[src/rtl/qnn_pkg.sv]
// Shared constants and types for the quad Newell normal unit.
package qnn_pkg;

   localparam int VERTEX_COUNT_DEFAULT = 1024;
   localparam int COORD_WIDTH_DEFAULT = 16;
   localparam int INDEX_WIDTH = 10;
   localparam int NORMAL_WIDTH = 16;
   localparam int FRAC_BITS = 14;
   localparam logic [NORMAL_WIDTH-1:0] NORMAL_ONE = 16'd16384;
   localparam int MAG_LIMIT_BIT = 31;
   localparam int RECIP_SHIFT = 20;

   localparam logic ACTION_WRITE = 1'b0;
   localparam logic ACTION_QUAD = 1'b1;

   typedef struct packed {
      logic valid;
      logic write;
   } store_cmd_type;

endpackage

[src/rtl/qnn_newell.sv]
// Newell sum engine: four-corner ring and one shared multiply-accumulate.
module qnn_newell #(
   parameter int COORD_WIDTH = qnn_pkg::COORD_WIDTH_DEFAULT
) (
   input  logic                              clock,
   input  logic                              reset,
   input  logic                              load_valid,
   input  logic [3*COORD_WIDTH-1:0]          load_data,
   output logic                              done,
   output logic signed [2*COORD_WIDTH+3:0]   sum_x,
   output logic signed [2*COORD_WIDTH+3:0]   sum_y,
   output logic signed [2*COORD_WIDTH+3:0]   sum_z
);
   import qnn_pkg::*;

   localparam int SUM_WIDTH = 2 * COORD_WIDTH + 4;
   localparam int PROD_WIDTH = 2 * COORD_WIDTH + 2;
   localparam logic [1:0] COMP_X = 2'd0;
   localparam logic [1:0] COMP_Y = 2'd1;
   localparam logic [1:0] COMP_Z = 2'd2;

   typedef enum logic [1:0] {ST_LOAD, ST_RUN, ST_FLUSH} state_type;

   state_type                      state_ff;
   logic [3*COORD_WIDTH-1:0]       ring_ff [4];
   logic [1:0]                     load_cnt_ff;
   logic [1:0]                     edge_cnt_ff;
   logic [1:0]                     comp_ff;
   logic signed [PROD_WIDTH-1:0]   prod_ff;
   logic                           prod_valid_ff;
   logic [1:0]                     prod_comp_ff;
   logic signed [SUM_WIDTH-1:0]    acc_x_ff;
   logic signed [SUM_WIDTH-1:0]    acc_y_ff;
   logic signed [SUM_WIDTH-1:0]    acc_z_ff;
   logic                           done_ff;

   logic signed [COORD_WIDTH-1:0]  ax, ay, az, bx, by, bz;
   logic signed [COORD_WIDTH:0]    ap, bp, aq, bq, diff, total;
   logic signed [PROD_WIDTH-1:0]   prod_in;

   assign ax = ring_ff[0][COORD_WIDTH-1:0];
   assign ay = ring_ff[0][2*COORD_WIDTH-1:COORD_WIDTH];
   assign az = ring_ff[0][3*COORD_WIDTH-1:2*COORD_WIDTH];
   assign bx = ring_ff[1][COORD_WIDTH-1:0];
   assign by = ring_ff[1][2*COORD_WIDTH-1:COORD_WIDTH];
   assign bz = ring_ff[1][3*COORD_WIDTH-1:2*COORD_WIDTH];

   always_comb begin
      case (comp_ff)
         COMP_X: begin
            ap = (COORD_WIDTH+1)'(ay);
            bp = (COORD_WIDTH+1)'(by);
            aq = (COORD_WIDTH+1)'(az);
            bq = (COORD_WIDTH+1)'(bz);
         end
         COMP_Y: begin
            ap = (COORD_WIDTH+1)'(az);
            bp = (COORD_WIDTH+1)'(bz);
            aq = (COORD_WIDTH+1)'(ax);
            bq = (COORD_WIDTH+1)'(bx);
         end
         default: begin
            ap = (COORD_WIDTH+1)'(ax);
            bp = (COORD_WIDTH+1)'(bx);
            aq = (COORD_WIDTH+1)'(ay);
            bq = (COORD_WIDTH+1)'(by);
         end
      endcase
      diff = ap - bp;
      total = aq + bq;
      prod_in = PROD_WIDTH'(diff) * PROD_WIDTH'(total);
   end

   always_ff @(posedge clock) begin
      if (reset) begin
         state_ff <= ST_LOAD;
         load_cnt_ff <= '0;
         edge_cnt_ff <= '0;
         comp_ff <= COMP_X;
         prod_valid_ff <= 1'b0;
         done_ff <= 1'b0;
      end else begin
         done_ff <= 1'b0;
         prod_valid_ff <= (state_ff == ST_RUN);
         case (state_ff)
            ST_LOAD: begin
               if (load_valid) begin
                  load_cnt_ff <= load_cnt_ff + 2'd1;
                  if (load_cnt_ff == 2'd3) begin
                     state_ff <= ST_RUN;
                     edge_cnt_ff <= '0;
                     comp_ff <= COMP_X;
                  end
               end
            end
            ST_RUN: begin
               if (comp_ff == COMP_Z) begin
                  comp_ff <= COMP_X;
                  edge_cnt_ff <= edge_cnt_ff + 2'd1;
                  if (edge_cnt_ff == 2'd3) begin
                     state_ff <= ST_FLUSH;
                  end
               end else begin
                  comp_ff <= comp_ff + 2'd1;
               end
            end
            ST_FLUSH: begin
               done_ff <= 1'b1;
               state_ff <= ST_LOAD;
            end
            default: begin
               state_ff <= ST_LOAD;
            end
         endcase
      end

      if (state_ff == ST_LOAD && load_valid) begin
         ring_ff[3] <= load_data;
         for (int i = 0; i < 3; i++) begin
            ring_ff[i] <= ring_ff[i+1];
         end
      end else if (state_ff == ST_RUN && comp_ff == COMP_Z) begin
         ring_ff[3] <= ring_ff[0];
         for (int i = 0; i < 3; i++) begin
            ring_ff[i] <= ring_ff[i+1];
         end
      end

      prod_ff <= prod_in;
      prod_comp_ff <= comp_ff;

      if (state_ff == ST_LOAD && load_valid && load_cnt_ff == 2'd3) begin
         acc_x_ff <= '0;
         acc_y_ff <= '0;
         acc_z_ff <= '0;
      end else if (prod_valid_ff) begin
         case (prod_comp_ff)
            COMP_X:  acc_x_ff <= acc_x_ff + SUM_WIDTH'(prod_ff);
            COMP_Y:  acc_y_ff <= acc_y_ff + SUM_WIDTH'(prod_ff);
            default: acc_z_ff <= acc_z_ff + SUM_WIDTH'(prod_ff);
         endcase
      end
   end

   assign done = done_ff;
   assign sum_x = acc_x_ff;
   assign sum_y = acc_y_ff;
   assign sum_z = acc_z_ff;

endmodule

[config.mk]
export PLATFORM = sky130hd
export DESIGN_NAME = qnn_newell
export DESIGN_NICKNAME = d
export VERILOG_FILES = /design/src/rtl/qnn_pkg.sv /design/src/rtl/qnn_newell.sv
export SDC_FILE = /design/constraint.sdc
export NUM_CORES = 1
export LEC_CHECK = 0
export ABC_AREA = 1
export CORE_MARGIN = 1
export CORE_UTILIZATION = 40
export CTS_BUF_LIST = sky130_fd_sc_hd__clkbuf_4 sky130_fd_sc_hd__clkbuf_8 sky130_fd_sc_hd__clkbuf_16
export CTS_CLUSTER_DIAMETER = 60
export CTS_CLUSTER_SIZE = 28
export DETAILED_ROUTE_END_ITERATION = 10
export DONT_BUFFER_PORTS = 1
export GPL_TIMING_DRIVEN = 0
export PLACE_DENSITY = 0.59
export SLEW_MARGIN = 20
export SYNTH_ARGS = -nofsm -noshare
export SYNTH_HDL_FRONTEND = slang
export SYNTH_SLANG_ARGS = --single-unit
[constraint.sdc]
create_clock -name clock -period 8.2 [get_ports clock]
set_clock_uncertainty 0.1 [all_clocks]
set_input_delay 2.05 -clock clock [delete_from_list [all_inputs] [get_ports clock]]
set_output_delay 2.05 -clock clock [all_outputs]
set_load 0.05 [all_outputs]
==> reports/summary.md <==
In the synthesized netlist, the number of instances is 4,173. The tool flagged a number of max-cap violations equal to 0. Counting stages on the worst path, the most repeated cell is sky130_fd_sc_hd__nand2_1. The pin slew with the least headroom to its limit is 0.998 ns, and the final design area excluding fillers is 36,600 µm². After global routing the overflow that remains totals 0. The count of clock tree sinks is 346.

The later pin in the worst-skew pair is clocked with a latency of 0.63 ns. The net total in the final layout was 4,828. The setup path with the least slack is of type register to register. Global-route usage over all layers: 0.259. The tools report the share of the core filled with cells as 0.454.

The tools report the global placement routability congestion as 0.964. The filler cells instantiated in the layout total 8,187. For the number of antenna violations at the first check in global routing, the log shows 0.

For this run, the detailed router's first-pass iteration total came to 6. After detailed routing, the met2 layer carries 49.6 mm of wire. Post-synthesis async set-or-reset flop share: 0. Among all flip-flop cells after synthesis, the most frequent one is sky130_fd_sc_hd__edfxtp_1. From left edge to right edge, the die measures 287 µm.

The antenna diode count came out at 0. In this run, the number of DRC markers left after iteration 0 of detailed routing was 2,038. The maximum fanout count along the critical path works out to 10.

In this run the critical register-to-register path is captured at prod_ff[32]. The first global-routing pass estimated 162 mm of wire. During placement, the flow inserted port buffers numbering 0. The floorplan step defined a die boundary enclosing 82,500 µm².

The relative slew slack came out at 0.329. The vertical extent of the die was 287 µm; the detailed-routed wire length on met3 was 6.94 mm. Across all layers, the routed design uses 27,600 vias. The post-route fraction of the period consumed by the critical path is 0.972, and the final routed wirelength across all metal layers is 107 mm. The highest metal layer carrying signal wires in the routed design is met4.

The number of global-route vias before repair is 27,400, and the number of distinct library cells after synthesis is 60. Setup repair after global routing could not meet its margin everywhere. Area fraction of the dominant cell type after synthesis: 0.186. The run gives 104 as the floorplan row count.

The sequential standard cell area is 8850 µm². After detailed routing, the number of vias per cell comes to 5.17. For the slack of the worst reg-to-reg path, the log shows 0.23 ns.

For this run, the number of Yosys warnings is 0. The multi-input combinational cells in the finished layout cover a total of 20,800 µm². Once detail routing completed, the nets flagged for antenna violations numbered 0.

TritonCTS built the clock tree. STA classifies the critical path endpoint as a register. The flow ran to the end, and the final reports show no timing, DRC or antenna violations. The post-placement cell area was 34,000 µm². Sorting the synthesized cells by how often they occur yields 929 x sky130_fd_sc_hd__nand2_1, 835 x sky130_fd_sc_hd__inv_1, 375 x sky130_fd_sc_hd__nor2_1. Yosys attributes the largest share of cell area to sky130_fd_sc_hd__fa_1 19%, sky130_fd_sc_hd__edfxtp_1 18%, sky130_fd_sc_hd__nand2_1 11%, sky130_fd_sc_hd__inv_1 9.6%, sky130_fd_sc_hd__dfxtp_1 9.5%.

On the worst path, the slowest cell contributes a delay of 0.65 ns. Number of synthesized flops with an enable pin: 192. For the final routed database, the setup TNS stands at 0 ns. Ratio of cells with drive above 1 in the final layout: 0.0803. The worst register-to-register path has a depth of 35.

The tools report the initial standard-cell utilization of the core as 0.404. Routed length on met1: 46.1 mm. In this run the standard cell core region covers 80,500 µm². In this run the clock root is driven by a sky130_fd_sc_hd__clkbuf_16. Type of the most critical hold path: register to register. The end of the worst hold path is ring_ff[2][38]. The run gives 3 as the deepest clock path buffer count.

The number of nets handed over by synthesis was 4,749. Entering global routing, the biggest net connects 59 pins. The final-report max-slew violation count was 0. Clock tree synthesis inserted a total of 40 buffers. Number of primary I/O pins: 160.

In this run the most critical hold path is launched from ring_ff[3][38]. The count of state elements after synthesis is 346. The slowest stage of the critical path belongs to the cell sky130_fd_sc_hd__fa_2. The tools report the final count of hold timing violations as 0. The synthesized design spends more area on one cell type than any other, namely sky130_fd_sc_hd__fa_1. In the routed design, unresolved DRC markers number 0.

The worst path needs 7.97 ns of the cycle, external delays included. For the worst setup path, the data required time is 8.56 ns. The mapped netlist covers 32,600 µm².

The run gives 2 as the H-tree level count. After clock tree synthesis, the clock-pin slew on the worst setup and hold paths is 0.08 ns. Timing would allow up to 125 MHz. For the worst setup path, the data arrival time is 8.33 ns. Setup violations remaining at the end of the flow were counted as 0.

The area growth from synthesis to layout is 12.3%, and the mean routed wirelength per cell is 20.0 µm. The tools report the sequential cell area fraction in the yosys report as 0.272. The worst register-to-register path begins at comp_ff[1]. Most common cell in the netlist: sky130_fd_sc_hd__nand2_1. The wire-length estimate of the detail-placed layout is 88.8 mm.

Along the worst hold path, the cell count comes to 0. The worst setup path is launched from a register. The mean cell area of the mapped netlist came out at 7.80 µm².
[cell type report]
| class | count | share of cell area |
|---|---|---|
| clock buffer | 44 | 0.0284 |
| sequential | 346 | 0.242 |
| buffer | 85 | 0.0143 |
| timing repair buffer | 38 | 0.0108 |
| tap | 1060 | 0.0363 |
| clock inverter | 29 | 0.0122 |
| multi-input combinational | 2891 | 0.568 |
| inverter | 850 | 0.0880 |
[cell usage in the layout, fill, tap and decap left out, types with 11 or more instances in the layout]
cell                        count
sky130_fd_sc_hd__nand2_1      915
sky130_fd_sc_hd__inv_1        824
sky130_fd_sc_hd__nor2_1       367
sky130_fd_sc_hd__fa_1         294
sky130_fd_sc_hd__a21oi_1      235
sky130_fd_sc_hd__o21ai_0      212
sky130_fd_sc_hd__ha_1         201
sky130_fd_sc_hd__edfxtp_1     192
sky130_fd_sc_hd__nand3_1      185
sky130_fd_sc_hd__dfxtp_1      152
sky130_fd_sc_hd__o21bai_1      72
sky130_fd_sc_hd__xor2_1        53
sky130_fd_sc_hd__clkbuf_16     41
sky130_fd_sc_hd__o22ai_1       40
sky130_fd_sc_hd__buf_4         39
sky130_fd_sc_hd__clkbuf_1      31
sky130_fd_sc_hd__nand4_1       29
sky130_fd_sc_hd__nor3_1        28
sky130_fd_sc_hd__xnor2_1       27
sky130_fd_sc_hd__or2_2         21
sky130_fd_sc_hd__a21oi_2       19
sky130_fd_sc_hd__buf_2         19
sky130_fd_sc_hd__nand2_2       16
sky130_fd_sc_hd__inv_2         13
sky130_fd_sc_hd__a21o_1        13
sky130_fd_sc_hd__ha_2          12
sky130_fd_sc_hd__xor2_2        11
sky130_fd_sc_hd__buf_6         11
[state kept, by name (all words and copies together), names as in the netlist]
name	flops
comp_ff	2
done	1
edge_cnt_ff	2
load_cnt_ff	2
prod_comp_ff	2
prod_ff	34
prod_valid_ff	1
ring_ff	192
state_ff	2
sum_x	36
sum_y	36
sum_z	36
[worst max path at each step]
stage	slack, ns	start	end
floorplan	0.36	comp_ff[1]	prod_ff[33]
global placement	-1.57	load_valid	ring_ff[3][27]
detailed placement	-1.29	comp_ff[1]	prod_ff[33]
CTS	0.03	comp_ff[1]	prod_ff[32]
global route	-0.03	comp_ff[0]	prod_ff[24]
finish	0.23	comp_ff[1]	prod_ff[32]
[logic make-up (layout without fill, tap and decap cells)]
kind of cell,count (synthesis),after routing,synth area share
and+or+nand+nor,1603,1603,0.200
buffers and inverters,936,1046,0.111
AOI/OAI and AO/OA,667,667,0.118
adders and majority gates,525,525,0.271
DFF,346,346,0.272
xor gates and xnor gates,96,96,0.0280
[per-layer routing]
layer / up-vias / track usage
met2: 894 / 0.433
met5: - / 0
li1: 13400 / -
met3: 183 / 0.0403
met4: 0 / 0.0943
met1: 13200 / 0.339
[metrics by stage]
stage / hold slack, ns / std cells / worst slack (ns)
final: 0.323 / 5343 / 0.231
after global routing: 0.328 / 5343 / -0.0292
after CTS: 0.321 / 5317 / 0.0329
after detailed placement: 0.305 / 5236 / -1.29
after global placement: 0.300 / 5233 / -1.57
after floorplan: 0.275 / 4173 / 0.355
[critical path: cells and delay by family, from the launching register on]
kind,cells,cell delay [ns]
AOI/OAI and AO/OA,7,1.38
adders and majority gates,8,4.00
buffers and inverters,10,1.05
DFF,1,0.41
and+or+nand+nor,10,0.89
[repair_timing]
action / in CTS / in global routing
resized for setup: 79 / 145
gates cloned: 0 / 2
hold buffers: 0 / 0
buffers inserted: 9 / 24
setup endpoints to repair: 21 / 20
pin swaps: 8 / 31
Power is left out: the tool's default activity adds up to more than one toggle a clock period on the data nets, which glitch-free logic cannot reach.
